### config.mk
export PLATFORM = sky130hd
export DESIGN_NAME = crcurve_front
export DESIGN_NICKNAME = d
export VERILOG_FILES = /design/src/design/crcurve_pkg.sv /design/src/design/crcurve_front.sv
export SDC_FILE = /design/constraint.sdc
export NUM_CORES = 1
export LEC_CHECK = 0
export BUFFER_PORTS_ARGS = -buffer_cell sky130_fd_sc_hd__buf_4
export CAP_MARGIN = 20
export CELL_PAD_IN_SITES_DETAIL_PLACEMENT = 1
export CELL_PAD_IN_SITES_GLOBAL_PLACEMENT = 1
export CORE_MARGIN = 3
export CORE_UTILIZATION = 38
export DETAILED_ROUTE_END_ITERATION = 16
export PLACE_DENSITY = 0.89
export SETUP_SLACK_MARGIN = 0.15
export SLEW_MARGIN = 20
export SYNTH_ARGS = -nofsm -noshare
export SYNTH_HDL_FRONTEND = slang
export SYNTH_SLANG_ARGS = --single-unit
### constraint.sdc
create_clock -name vclk -period 20.3
set_input_delay 4.06 -clock vclk [all_inputs]
set_output_delay 4.06 -clock vclk [all_outputs]
set_load 0.02 [all_outputs]
### src/design/crcurve_pkg.sv
package crcurve_pkg;

  localparam int ADDR_MAX_W = 12;
  localparam int T_MAX_W = 24;
  localparam int OUT_W = 38;
  localparam int CMD_DEPTH = 4;
  localparam int RES_DEPTH = 16;

  typedef struct packed {
    logic                  is_load;
    logic                  err;
    logic [ADDR_MAX_W-1:0] waddr;
    logic [31:0]           x;
    logic [31:0]           y;
    logic [31:0]           z;
    logic [ADDR_MAX_W-1:0] ra0;
    logic [ADDR_MAX_W-1:0] ra1;
    logic [ADDR_MAX_W-1:0] ra2;
    logic [ADDR_MAX_W-1:0] ra3;
    logic [T_MAX_W-1:0]    tt;
  } cmd_t;

  typedef struct packed {
    logic [OUT_W-1:0] pos_x;
    logic [OUT_W-1:0] pos_y;
    logic [OUT_W-1:0] pos_z;
    logic [OUT_W-1:0] tangent_x;
    logic [OUT_W-1:0] tangent_y;
    logic [OUT_W-1:0] tangent_z;
    logic             range_error;
  } result_t;

endpackage

### src/design/crcurve_front.sv
module crcurve_front #(
  parameter int STORE_DEPTH = 256,
  parameter int FRAC_BITS = 16
) (
  input  logic                op,
  input  logic [7:0]          point_addr,
  input  logic signed [31:0]  coord_x,
  input  logic signed [31:0]  coord_y,
  input  logic signed [31:0]  coord_z,
  input  logic [7:0]          curve_base,
  input  logic [8:0]          curve_points,
  input  logic [15:0]         global_param,
  output crcurve_pkg::cmd_t   cmd
);

  localparam int GW = (FRAC_BITS > 16) ? FRAC_BITS : 16;
  localparam int SW = FRAC_BITS + 9;
  localparam int AMW = crcurve_pkg::ADDR_MAX_W;

  logic [GW-1:0] gext;
  logic [FRAC_BITS-1:0] frac;
  logic [SW-1:0] s;
  logic [8:0] seg;
  logic [8:0] i0, i1, i2, i3;
  logic [9:0] seg_inc, i2_inc;
  logic [9:0] curve_end;
  logic [9:0] a0, a1, a2, a3;
  logic eval_err;
  logic load_err;

  always_comb begin
    gext = GW'(global_param);
    frac = gext[FRAC_BITS-1:0];
    s = SW'(frac) * SW'(curve_points);
    seg = s[SW-1:FRAC_BITS];
    i0 = (seg == '0) ? (curve_points - 9'd1) : (seg - 9'd1);
    i1 = seg;
    seg_inc = 10'(seg) + 10'd1;
    i2 = (seg_inc == 10'(curve_points)) ? 9'd0 : seg_inc[8:0];
    i2_inc = 10'(i2) + 10'd1;
    i3 = (i2_inc == 10'(curve_points)) ? 9'd0 : i2_inc[8:0];
    a0 = 10'(curve_base) + 10'(i0);
    a1 = 10'(curve_base) + 10'(i1);
    a2 = 10'(curve_base) + 10'(i2);
    a3 = 10'(curve_base) + 10'(i3);
    curve_end = 10'(curve_base) + 10'(curve_points);
    eval_err = (curve_points == '0) || (14'(curve_end) > 14'(STORE_DEPTH));
    load_err = !(14'(point_addr) < 14'(STORE_DEPTH));

    cmd.is_load = !op;
    cmd.err = op ? eval_err : load_err;
    cmd.waddr = AMW'(point_addr);
    cmd.x = coord_x;
    cmd.y = coord_y;
    cmd.z = coord_z;
    cmd.ra0 = AMW'(a0);
    cmd.ra1 = AMW'(a1);
    cmd.ra2 = AMW'(a2);
    cmd.ra3 = AMW'(a3);
    cmd.tt = crcurve_pkg::T_MAX_W'(s[FRAC_BITS-1:0]);
  end

endmodule

==> impl_results.md <==
* Post-DP HPWL at 21500 µm
* Final WL at 25600 µm
* Fin. max-slew vios at 0
* Vias in the first global route at 8102
* Post-CTS sizing at 0
* Synth top area cells: fa_1 24%, ha_1 13%, buf_4 11%
* Die H at 157 µm
* Die ar. at 24800 µm²
* Max-Cap Viols at 0
* Worst endpoint required time at 16.24 ns
* RSZ-0062 raised after global routing: no
* Gr ovfl total at 0
* Synth warn at 0
* Startpoint class of the critical path: input pin
* Area leader, netlist: fa_1
* Final Critical Period at 19.19 ns
* Area grow syn2layout at 0.244%
* Sequential Area at 0 µm²
* Number of DRC markers in iteration 0 at 325
* Synth unique cells at 88
* Critical path's top delay family: adder cells
* Drt pass-1 iters at 5
* Clock buffer cells at 0
* First-pass GRT wire length at 41500 µm
* DR WL met3 at 1210 µm
* Buf/Inv on CP at 6
* Std-Cell Core Area at 22200 µm²
* Hold EP: cmd[111]
* Setup bufs post-CTS at 0
* Worst hold start: coord_y[7]
* Critical path arrival at 15.13 ns
* Top layer in use: met4
* ANT nets after route at 0
* Worst path slowest cell: fa_1
* Mean area per synthesized cell at 8.11 µm²
* Setup TNS at 0 ns
* DIE WIDTH at 157 µm
* Initial antenna violation count at 0
* Outcome: completed
* Final setup vio count at 0
* Met2 routed WL at 13500 µm
* Syn Std Cell Area at 8720 µm²
* Total GRT Usage at 0.206
* Path type of the worst min-delay path: input pin to output port
* Number of flip-flops and latches at 0
* Largest net degree at the start of global routing at 25
* PortBufs at 92
* Headroom to the max-slew limit at 0.446
* Placer congestion estimate at 0.933
* Wire per inst at 19.6 µm
* Post-layout nets at 1361
* Syn Inst Count at 1075
* Via density at 5.49
* Hold Path Depth at 0
* Hold Buf Count CTS at 0
* DRC Markers at 0
* Via count at 7184
* Worst slew pin tran at 0.828 ns
* Most frequent cells in the layout: 151 x inv_1, 104 x fa_1, 94 x nand2_1
* Post-synthesis sequential area ratio at 0
* CP max FO at 23
* Antenna cells at 0
* Commonest non-fill, non-tap cell in the layout: inv_1
* IO Count at 320
* FP Rows at 54
* Crit end category: output port
* Starting Density at 0.393
* Critical path class: input pin to output port
* Final hold vios at 0
* Crit path largest cell delay at 0.55 ns
* Layout cells sized above 1 at 0.136
* Fmax at 52.1 MHz
* M1 WL at 10000 µm
* Synth top area share at 0.239
* Final Cycle Share at 0.945
-- layer usage --
layer	up-vias	track usage
met5	-	0
met4	0	0.0731
met3	82	0.0247
met2	234	0.381
met1	3611	0.244
li1	3257	-
-- logic make-up (layout without fill, tap and decap cells) --
family,Yosys count,in the layout,share of synthesized area
AO/OA/AOI/OAI,180,180,0.151
adder cells (fa/ha/maj),193,193,0.367
buffers and inverters,315,249,0.194
other,1,20,0.000430
multiplexers,6,6,0.00746
XOR/XNOR,81,81,0.0903
AND/OR/NAND/NOR,299,299,0.190
-- Yosys cell counts (3+ instances only) --
cell type	number
o21a_1	10
a211oi_1	5
o21ai_1	3
nor4_1	3
nor3_1	14
nor2_1	32
a21oi_2	3
o21ai_0	15
xnor3_1	4
and3_1	9
inv_2	3
and2_1	83
mux2_2	4
buf_2	5
ha_1	89
nand3_1	15
a211o_1	3
a21oi_1	64
or3_1	3
clkbuf_1	22
buf_1	3
inv_1	151
xor2_1	12
o21bai_1	19
a21o_1	20
nand2_1	94
nand4_1	6
nor2b_1	6
xnor2_1	63
o211ai_1	4
nor3_2	5
buf_4	126
buf_6	3
nand2b_1	5
fa_1	104
-- layout make-up --
cell class         instances  area, µm²
inverters                156        588
repair buffers            93        698
fillers                 2712      13400
well taps                280        350
multi-input cells        779       7100
-- through the flow --
stage	area [µm²]	utilization	instances	setup WS [ns]	hold WS (ns)
CTS	8740	0.394	1308	1.17	8.12
global placement	8740	0.394	1308	1.64	8.12
global route	8740	0.394	1308	0.234	8.12
detailed placement	8740	0.394	1308	1.23	8.12
finish	8740	0.394	1308	1.11	8.12
floorplan	8790	-	1094	1.87	8.20
-- worst max-delay path by stage --
stage,startpoint,to,depth (start not counted),slack [ns]
after global routing,curve_points[8],cmd[33],45,0.23
after detailed placement,curve_points[8],cmd[33],45,1.23
after floorplan,curve_points[8],cmd[32],49,1.87
final,curve_points[8],cmd[33],45,1.11
after CTS,curve_points[8],cmd[33],45,1.17
after global placement,curve_points[8],cmd[33],45,1.64
Power is not shown: default switching activity piles up to over one toggle a cycle in this logic, so the estimate is an artifact.
