==> config.mk <==
export PLATFORM = sky130hd
export DESIGN_NAME = crcurve_fifo
export DESIGN_NICKNAME = d
export VERILOG_FILES = /design/src/design/crcurve_fifo.sv
export SDC_FILE = /design/constraint.sdc
export NUM_CORES = 1
export LEC_CHECK = 0
export BUFFER_PORTS_ARGS = -buffer_cell sky130_fd_sc_hd__buf_2
export CAP_MARGIN = 20
export CELL_PAD_IN_SITES_DETAIL_PLACEMENT = 0
export CELL_PAD_IN_SITES_GLOBAL_PLACEMENT = 1
export CORE_ASPECT_RATIO = 0.9
export CORE_UTILIZATION = 50
export CTS_CLUSTER_DIAMETER = 120
export DETAILED_ROUTE_END_ITERATION = 7
export PLACE_DENSITY = 0.92
export RECOVER_POWER = 25
export SKIP_LAST_GASP = 1
export SLEW_MARGIN = 20
export SYNTH_ARGS = -nofsm -noshare
export SYNTH_HDL_FRONTEND = slang
export SYNTH_SLANG_ARGS = --single-unit
==> constraint.sdc <==
create_clock -name clk -period 3.15 [get_ports clk]
set_input_delay 0.4725 -clock clk [delete_from_list [all_inputs] [get_ports clk]]
set_output_delay 0.4725 -clock clk [all_outputs]
set_load 0.05 [all_outputs]
==> src/design/crcurve_fifo.sv <==
module crcurve_fifo #(
  parameter int WIDTH = 8,
  parameter int DEPTH = 4
) (
  input  logic             clk,
  input  logic             rst,
  input  logic             push,
  input  logic [WIDTH-1:0] wdata,
  output logic             full,
  input  logic             pop,
  output logic [WIDTH-1:0] rdata,
  output logic             empty,
  output logic [$clog2(DEPTH):0] level
);

  localparam int PW = $clog2(DEPTH);

  logic [WIDTH-1:0] mem [DEPTH];
  logic [PW-1:0] wptr;
  logic [PW-1:0] rptr;
  logic [PW:0] count;
  logic do_push;
  logic do_pop;

  assign full = (count == (PW+1)'(DEPTH));
  assign empty = (count == '0);
  assign level = count;
  assign rdata = mem[rptr];
  assign do_push = push && !full;
  assign do_pop = pop && !empty;

  always_ff @(posedge clk) begin
    if (rst) begin
      wptr <= '0;
      rptr <= '0;
      count <= '0;
    end else begin
      if (do_push) wptr <= wptr + 1'b1;
      if (do_pop) rptr <= rptr + 1'b1;
      if (do_push && !do_pop) count <= count + 1'b1;
      else if (do_pop && !do_push) count <= count - 1'b1;
    end
  end

  always_ff @(posedge clk) begin
    if (do_push) mem[wptr] <= wdata;
  end

endmodule

==> results of run 1 <==
## kinds of logic after synthesis
kind of cell,share of synthesized area (%)
flip-flops,70.42
AND/OR/NAND/NOR,5.714
multiplexers,12.36
buffers and inverters,1.698
AO/OA/AOI/OAI,2.548
adder cells (fa/ha/maj),5.097
XOR/XNOR,2.162
## placed cells by master (no fill, tap or decap), drive strengths merged
master	instances
xor2	4
edfxtp	32
clkinvlp	1
or3	2
bufinv	1
ha	5
o31ai	1
buf	18
nor3b	1
clkinv	1
and2	4
a21oi	2
o311ai	1
dfxtp	9
o21ai	2
nor3	1
mux2i	2
nand2b	2
mux4	8
inv	4
clkbuf	11
nor2	6
fa	1
## metal layers
| metal | vias up | share of wire, % | GRT usage (%) | wire [um] |
|---|---|---|---|---|
| met2 | 21 | 52 | 25.99 | 1204 |
| met5 | - | 0 | 0 | 0 |
| met4 | 0 | 1.0 | 4.762 | 24 |
| li1 | 395 | - | - | - |
| met1 | 419 | 43 | 19.45 | 992 |
| met3 | 4 | 4.6 | 7.907 | 107 |
## state kept, by name, summed over array words and instances, names as in the netlist, named ones only
signal  flops
level       3
mem        32
rptr        2
wptr        2
## power by group
group,leakage [nW],internal [W],switching (W),total [W]
registers,0.367,0.000658,0.0000804,0.000739
logic,0.259,0.000192,0.000384,0.000576
clock network,0.0414,0.000168,0.000167,0.000335
total,0.667,0.00102,0.000631,0.00165
## critical path, cell delays in order, from the launching register on
cell and delay (ns):
dfxtp_1 0.68, mux4_2 0.58, buf_2 0.23
## through the flow
step	hold WS (ns)	power, W
6_report	0.3462	0.001650
5_1_grt	0.3211	0.001741
4_1_cts	0.3312	0.001666
3_5_place_dp	0.5084	0.001337
3_3_place_gp	0.5002	0.001320
2_1_floorplan	0.4818	0.001214
## how the worst max path moves through the flow
stage          endpoint  slack, ns  depth (start not counted)
6_report       rdata[0]       0.85                          2
5_1_grt        rdata[0]       0.69                          2
4_1_cts        rdata[0]       0.77                          2
3_5_place_dp   level[2]       0.97                          9
3_3_place_gp   level[2]       1.08                          9
2_1_floorplan  level[2]       0.43                          8
## layout make-up
cell class / instances / area [um^2]
fill: 241 / 1210
sequential: 41 / 1141
multi-input combinational: 42 / 451.7
timing repair buffer: 24 / 112.6
tap: 42 / 52.55
clock inverter: 3 / 46.29
clock buffer: 5 / 37.54
inverter: 4 / 15.01
==> results.py, run 1 <==
metrics = {
    "timing": {
        "tns_ns": 0,
        "post-route-min-period_ns": 2.296,
        "clock.fmax_mhz": 435.6,
        "timing.final.crit_share_pct": 72.88,
        "worst_pin_slew_ns": 0.5348,
        "max-slew-margin-rel_pct": 64.30,
        "hold_viol": 0,
        "slew_viol_final": 0,
        "fin_worst_skew_ns": 0.008294,
        "setup_viol": 0,
        "rsz0062_at_grt": "no",
        "fin_ws_ns": 0.8542,
    },
    "logic_synthesis": {
        "synth_cells": 90,
        "ys_dominant_reg_cell": "edfxtp_1",
        "ys_seq_area_share_pct": 70.42,
        "ys_warn_count": 0,
        "synth_area_per_cell_um2": 18.00,
        "yosys-top-cells-count": "edfxtp_1, dfxtp_1, mux4_2",
        "ys_seq_elements": 41,
        "yosysMostFrequentCell": "edfxtp_1",
        "post-synth-top-area-fraction_pct": 59.31,
        "synthArstFlopShare_pct": 0,
        "ys_types": 21,
        "synth_area_leader_cell": "edfxtp_1",
        "synth_area_um2": 1620,
        "synth_nets": 108,
        "synthTopCellsByArea": "edfxtp_1, dfxtp_1, mux4_2",
        "synth_edf_count": 32,
    },
    "finish": {
        "final_net_count": 136,
        "drive_gt1_share_pct": 31.09,
        "fin_area_um2": 1857,
        "syn_to_final_growth_pct": 14.59,
        "instances_no_fill": 161,
        "n_antenna_cell": 0,
        "fin_util_pct": 60.55,
    },
    "floorplan": {
        "io_pins": 25,
        "core_um2": 3067,
        "design.die.area_um2": 3473,
        "fp.dieH_um": 56.01,
        "initial_core_util_pct": 52.84,
        "row_count": 19,
        "die_x_um": 62.01,
    },
    "place": {
        "dp_slack_ns": 0.9728,
        "gp_congestion": 0.7076,
        "port_buffers": 24,
        "place_area_um2": 1780,
        "dp.cells": 153,
    },
    "hold_path": {
        "min_path_type": "primary input to flop",
        "holdPathStages": 1,
        "hp-start": "wdata[3]",
        "holdPathEnd": "mem[1][3]",
    },
    "critical_path": {
        "crit_required_ns": 2.68,
        "critPathLaunchType": "flop",
        "r2r-start": "level[0]",
        "r2r_slack_ns": 0.94,
        "path_max_fanout": 8,
        "crit_arrival_ns": 1.82,
        "critPathKind": "flop to output port",
        "r2r_end": "level[2]",
        "rr_worst_depth": 8,
        "end_kind": "output port",
    },
    "power": {
        "p_leak_nw": 0.6674,
        "ir_drop_mv": 0.4671,
        "pwr_density_cell_nw_per_um2": 888.5,
    },
    "clocking": {
        "cts.path.max_buffers": 2,
        "clk_latency_ns": 0.34,
        "ctsHtreeMaxLevel": 2,
        "cts_hold_buf": 0,
        "tritoncts": "yes",
        "cts.sinks": 41,
        "cts-buffers-inserted": 5,
        "post-cts-setup-buffers": 0,
        "clock-root-buffer": "clkbuf_4",
        "clk_pin_slew_ns": 0.12,
        "cts_resized": 0,
    },
    "run_status": {
        "status": "completed",
    },
    "global_routing": {
        "grt_pass1_vias": 851,
        "track_usage_pct": 16.39,
        "grt_overflow": 0,
        "grt_max_degree": 15,
        "grt_antenna_before_repair": 0,
        "grt_pass1_wl_um": 3829,
    },
    "drt": {
        "vias_per_cell": 5.211,
        "ant_nets": 0,
        "drc": 0,
        "drt_first_pass_iters": 4,
        "finalWirelength_um": 2329,
        "drtIter0Drc": 25,
        "vias": 839,
        "routedWlPerCell_um": 14.47,
    },
    "job": {
        "drv_cap": 0,
    },
}
(Power assumes the default switching activity.)
==> inputs of run 2 (changes only) <==
Settings changed: ABC_AREA from default to 1, CORE_UTILIZATION 50 to 39, PLACE_DENSITY 0.92 to 0.83.
Clock period 3.15 ns to 2.1 ns, I/O delays scaled along.
==> results.py, run 2 <==
metrics = {
    "run_status": {
        "status": "finished, violations left",
        "violations": "DRC",
    },
    "critical_path": {
        "r2r_slack_ns": 0.18,
        "critPathKind": "flop to output port",
        "slowest_delay_ns": 0.52,
        "crit_family": "flip-flops",
        "r2r_end": "level[2]",
        "crit_slowest_cell": "dfxtp_1",
        "r2r-start": "level[0]",
        "crit_required_ns": 1.78,
        "rr_worst_depth": 13,
        "crit_arrival_ns": 1.63,
        "crit_buf_inv": 2,
        "critPathLaunchType": "flop",
        "worstPathCellList": "buf_4 > o21ai_0 > o22ai_1 > buf_2",
        "path_max_fanout": 10,
        "crit_end": "rdata[5]",
        "end_kind": "output port",
        "cp.depth": 4,
    },
    "timing": {
        "hold_viol": 0,
        "setup_viol": 0,
        "rsz0062_at_grt": "no",
        "post-route-min-period_ns": 1.941,
        "worst_pin_slew_ns": 0.3374,
        "clock.fmax_mhz": 515.1,
        "timing.final.crit_share_pct": 92.45,
        "max-slew-margin-rel_pct": 77.47,
        "tns_ns": 0,
        "slew_viol_final": 0,
        "fin_worst_skew_ns": 0.005009,
    },
    "drt": {
        "vias_per_cell": 4.869,
        "routedWlPerCell_um": 13.72,
        "drc": 3,
        "drtIter0Drc": 99,
        "finalWirelength_um": 3141,
        "vias": 1115,
        "drt_first_pass_iters": 6,
        "ant_nets": 0,
    },
    "finish": {
        "layout_common_cells": "edfxtp_1, nor2_1, buf_2, inv_1",
        "instances_no_fill": 229,
        "layout_commonest_cell": "edfxtp_1",
        "top_register": "mem",
        "drive_gt1_share_pct": 19.89,
        "final_net_count": 198,
        "n_antenna_cell": 0,
        "nFillCells": 389,
        "largest_reg_flops": 32,
        "syn_to_final_growth_pct": 16.63,
    },
    "logic_synthesis": {
        "ys_seq_area_share_pct": 67.71,
        "synth_area_per_cell_um2": 11.54,
        "synth_cells": 146,
        "yosys.area_share.simple_pct": 11.95,
        "synth_area_leader_cell": "edfxtp_1",
        "ys_types": 18,
        "yosys-top-cells-count": "edfxtp_1, nor2_1, inv_1",
        "synthMuxAreaShare_pct": 0,
        "ys_seq_elements": 41,
        "yosysMostFrequentCell": "edfxtp_1",
        "synth_area_um2": 1685,
        "synth-compound-area-share_pct": 9.577,
        "synthAdderAreaFrac_pct": 4.900,
        "ys_warn_count": 0,
        "post-synth-top-area-fraction_pct": 57.02,
        "synth_nets": 164,
        "synth_edf_count": 32,
        "synth_top_family_by_area": "simple AND/OR/NAND/NOR gates",
        "ys_dominant_reg_cell": "edfxtp_1",
        "synthTopCellsByArea": "edfxtp_1, dfxtp_1, nor2_1",
        "synthArstFlopShare_pct": 0,
        "synthXorXnorAreaFrac_pct": 0.5197,
    },
    "floorplan": {
        "core_um2": 4101,
        "design.die.area_um2": 4589,
        "initial_core_util_pct": 41.09,
        "io_pins": 25,
        "die_x_um": 71.30,
        "row_count": 22,
        "fp.dieH_um": 64.37,
    },
    "clocking": {
        "clk_latency_ns": 0.29,
        "cts.path.max_buffers": 2,
        "cts-buffers-inserted": 5,
        "cts.sinks": 41,
        "cts_resized": 0,
        "tritoncts": "yes",
        "clk_pin_slew_ns": 0.07,
        "cts_hold_buf": 0,
        "ctsHtreeMaxLevel": 2,
        "clock-root-buffer": "clkbuf_8",
        "post-cts-setup-buffers": 0,
    },
    "power": {
        "p_leak_nw": 0.7815,
        "pwr_density_cell_nw_per_um2": 1342,
        "ir_drop_mv": 0.6828,
    },
    "global_routing": {
        "grt_overflow": 0,
        "grt_pass1_wl_um": 5106,
        "grt_pass1_vias": 1133,
        "grt_antenna_before_repair": 0,
        "grt_max_degree": 17,
        "track_usage_pct": 15.29,
    },
    "job": {
        "drv_cap": 0,
    },
    "place": {
        "dp.cells": 221,
        "gp_congestion": 0.8139,
        "port_buffers": 24,
        "hpwl_um": 2144,
    },
    "hold_path": {
        "hp-start": "rst",
        "min_path_type": "primary input to flop",
        "holdPathStages": 2,
    },
}
## run 2: worst reg2reg max path, cell delays in order, from the launching register on
cell	delay, ns
dfxtp_1	0.45
nor2_2	0.07
nand2_1	0.14
nand2_2	0.10
inv_1	0.11
ha_1	0.17
inv_1	0.07
fa_1	0.38
inv_1	0.07
nand2_1	0.04
nand3_1	0.08
nand2_1	0.06
nand2_1	0.05
nor2_1	0.04
## run 2: worst min-delay path by stage
stage	slack [ns]	end
3_5_place_dp	0.50	rptr[0]
3_3_place_gp	0.48	rptr[0]
2_1_floorplan	0.38	flop
6_report	0.23	rptr[0]
5_1_grt	0.24	rptr[0]
4_1_cts	0.23	level[0]
## run 2: metal layers
metal  GRT usage [%]  part of all wire (%)  vias up
met5               0                     0        -
met4           6.000                  0.92        0
met3           5.836                   5.4        4
met2           26.31                    48       26
met1           17.02                    45      523
li1                -                     -      562
## run 2: kinds of logic after synthesis
| kind of cell | count (synthesis) |
|---|---|
| compound gates | 28 |
| fa+ha+maj | 6 |
| buf+inv | 20 |
| flops | 41 |
| simple gates | 50 |
| xor+xnor | 1 |
## run 2: metrics by stage
step | power (W) | setup slack (ns) | utilization, % | instance area (um^2) | hold slack (ns)
detailed placement | 0.002146 | 0.1944 | 45.85 | 1881 | 0.5011
finish | 0.002638 | 0.1585 | 47.93 | 1966 | 0.2332
global placement | 0.002110 | 0.3087 | 45.85 | 1881 | 0.4846
global route | 0.002805 | 0.02391 | 47.93 | 1966 | 0.2382
floorplan | 0.001899 | 0.01156 | - | 1685 | 0.3841
CTS | 0.002666 | 0.1236 | 48.05 | 1971 | 0.2290
## run 2: power breakdown
group	total (W)	internal [W]	leakage, nW	switching (W)
Combinational	0.00104	0.000266	0.369	0.000776
Sequential	0.00108	0.000996	0.367	0.0000860
Clock	0.000514	0.000268	0.0455	0.000246
Total	0.00264	0.00153	0.782	0.00111
## run 2: cell type report
type | count | area, um^2 | area share [%]
flip-flops and latches | 41 | 1141 | 58.05
inverters | 18 | 67.56 | 3.437
multi-input cells | 85 | 456.7 | 23.23
repair buffers | 29 | 150.1 | 7.638
well taps | 48 | 60.06 | 3.055
clock buffers | 8 | 90.09 | 4.583
==> inputs of run 3 (changes only) <==
Settings changed: CORE_UTILIZATION 39 to 35, PLACE_DENSITY 0.83 to 0.76.
==> results.py, run 3 (synthesis gave the netlist of run 2 again) <==
metrics = {
    "clocking": {
        "cts-buffers-inserted": 5,
        "clk_latency_ns": 0.29,
        "cts.path.max_buffers": 2,
        "clk_pin_slew_ns": 0.07,
        "tritoncts": "yes",
        "clock-root-buffer": "clkbuf_8",
        "cts.sinks": 41,
        "ctsHtreeMaxLevel": 2,
    },
    "critical_path": {
        "slowest_delay_ns": 0.42,
        "worstPathCellList": "inv_1 > o21ai_0 > o22ai_1 > buf_2",
        "critPathKind": "flop to output port",
        "end_kind": "output port",
        "path_max_fanout": 9,
        "critPathLaunchType": "flop",
        "crit_arrival_ns": 1.60,
        "crit_slowest_cell": "dfxtp_1",
        "crit_required_ns": 1.78,
    },
    "finish": {
        "layout_common_cells": "edfxtp_1, nor2_1, buf_2, inv_1",
        "layout_commonest_cell": "edfxtp_1",
        "multi_input_area_um2": 456.7,
        "nFillCells": 458,
        "syn_to_final_growth_pct": 18.49,
        "n_antenna_cell": 0,
        "final_net_count": 198,
        "register_area_um2": 1144,
        "drive_gt1_share_pct": 22.10,
        "largest_reg_flops": 32,
        "fin_util_pct": 43.92,
        "top_register": "mem",
    },
    "place": {
        "gp_congestion": 0.6924,
        "dp_slack_ns": 0.1644,
        "hpwl_um": 2178,
        "port_buffers": 24,
    },
    "power": {
        "switching_share_pct": 41.72,
        "pwr_density_cell_nw_per_um2": 1345,
        "p_switching_w": 0.001121,
        "p_comb_share_pct": 39.5,
        "p_leak_nw": 0.7908,
        "seqPwrFrac_pct": 40.2,
        "ir_drop_mv": 0.6686,
        "intPower_w": 0.001566,
        "pwr-share-clk_pct": 20.4,
    },
    "drt": {
        "routedWlPerCell_um": 12.58,
        "vias": 1122,
        "drt_first_pass_iters": 4,
        "finalWirelength_um": 3057,
        "drtIter0Drc": 82,
        "drc": 0,
        "vias_per_cell": 4.617,
        "ant_nets": 0,
    },
    "timing": {
        "fin_ws_ns": 0.1864,
        "clock.fmax_mhz": 522.6,
        "rsz0062_at_grt": "no",
        "max-slew-margin-rel_pct": 75.65,
        "timing.final.crit_share_pct": 91.12,
        "fin_worst_skew_ns": 0.002151,
        "post-route-min-period_ns": 1.914,
        "worst_pin_slew_ns": 0.3648,
        "tns_ns": 0,
        "slew_viol_final": 0,
        "hold_viol": 0,
        "setup_viol": 0,
    },
    "global_routing": {
        "grt_max_degree": 17,
        "track_usage_pct": 13.03,
        "grt_pass1_vias": 1064,
        "grt_overflow": 0,
        "grt_pass1_wl_um": 4623,
        "grt_antenna_before_repair": 0,
    },
    "floorplan": {
        "design.die.area_um2": 5097,
        "die_x_um": 75.15,
        "fp.dieH_um": 67.83,
        "initial_core_util_pct": 37.07,
        "row_count": 23,
        "io_pins": 25,
        "core_um2": 4547,
    },
    "hold_path": {
        "min_path_type": "primary input to flop",
    },
    "run_status": {
        "status": "completed",
    },
    "job": {
        "drv_cap": 0,
    },
}
[run 3: cell count changes in the layout (fill, tap and decap cells not counted)]
cell      delta
clkbuf_1     -2
dfxtp_1      -2
dfxtp_2      +2
clkbuf_8     +1
clkinv_2     +1
[run 3: per-layer routing]
layer  wire [um]  vias up  part of all wire, %  global-route usage [%]
met5           0        -                    0                       0
met4          41        0                  1.3                   4.861
met3         182        6                  6.0                   4.566
met2        1577       33                   52                   24.89
met1        1256      520                   41                   12.96
li1            -      563                    -                       -
[run 3: worst paths after layout]
kind / from / to / slack, ns / cells after the start
min reg2reg: rptr[1] / rptr[1] / 0.52 / 2
max: flop / rdata[1] / 0.19 / 4
max reg2reg: level[1] / level[2] / 0.21 / 11
min: rst / level[0] / 0.24 / 2
[run 3: critical path: cells and delay by family, from the launching register on]
kind | cells | cell delay (ns)
AOI/OAI and AO/OA | 2 | 0.30
buffers and inverters | 2 | 0.58
DFF | 1 | 0.42
[run 3: cell type report]
type / instances / share of cell area [%]
Clock buffer: 7 / 4.825
Inverter: 18 / 3.383
Sequential cell: 41 / 57.27
Timing Repair Buffer: 29 / 7.519
Tap cell: 62 / 3.885
Multi-Input combinational cell: 85 / 22.87
Clock inverter: 1 / 0.2506
[run 3: power groups by stage]
stage	Sequential [W]	Clock, W	Combinational (W)
after floorplan	0.00115	0	0.000750
after global placement	0.00108	0	0.00103
after detailed placement	0.00109	0	0.00107
after CTS	0.00107	0.000565	0.00107
after global routing	0.00109	0.000605	0.00115
final	0.00108	0.000548	0.00106
[run 3: through the flow]
step           instances  power, W  cell area, um^2  hold slack, ns
2_1_floorplan        146  0.001899             1685          0.3841
3_3_place_gp         235  0.002113             1898          0.4816
3_5_place_dp         235  0.002162             1898          0.5006
4_1_cts              243  0.002712             1999          0.2279
5_1_grt              243  0.002848             1997          0.2372
6_report             243  0.002687             1997          0.2376
[run 3: repair_timing]
action	in CTS	in global routing
endpoints found under the hold margin	0	0
resized for setup	0	3
hold buffers	0	0
buffers inserted	0	0
setup endpoints to repair	0	2
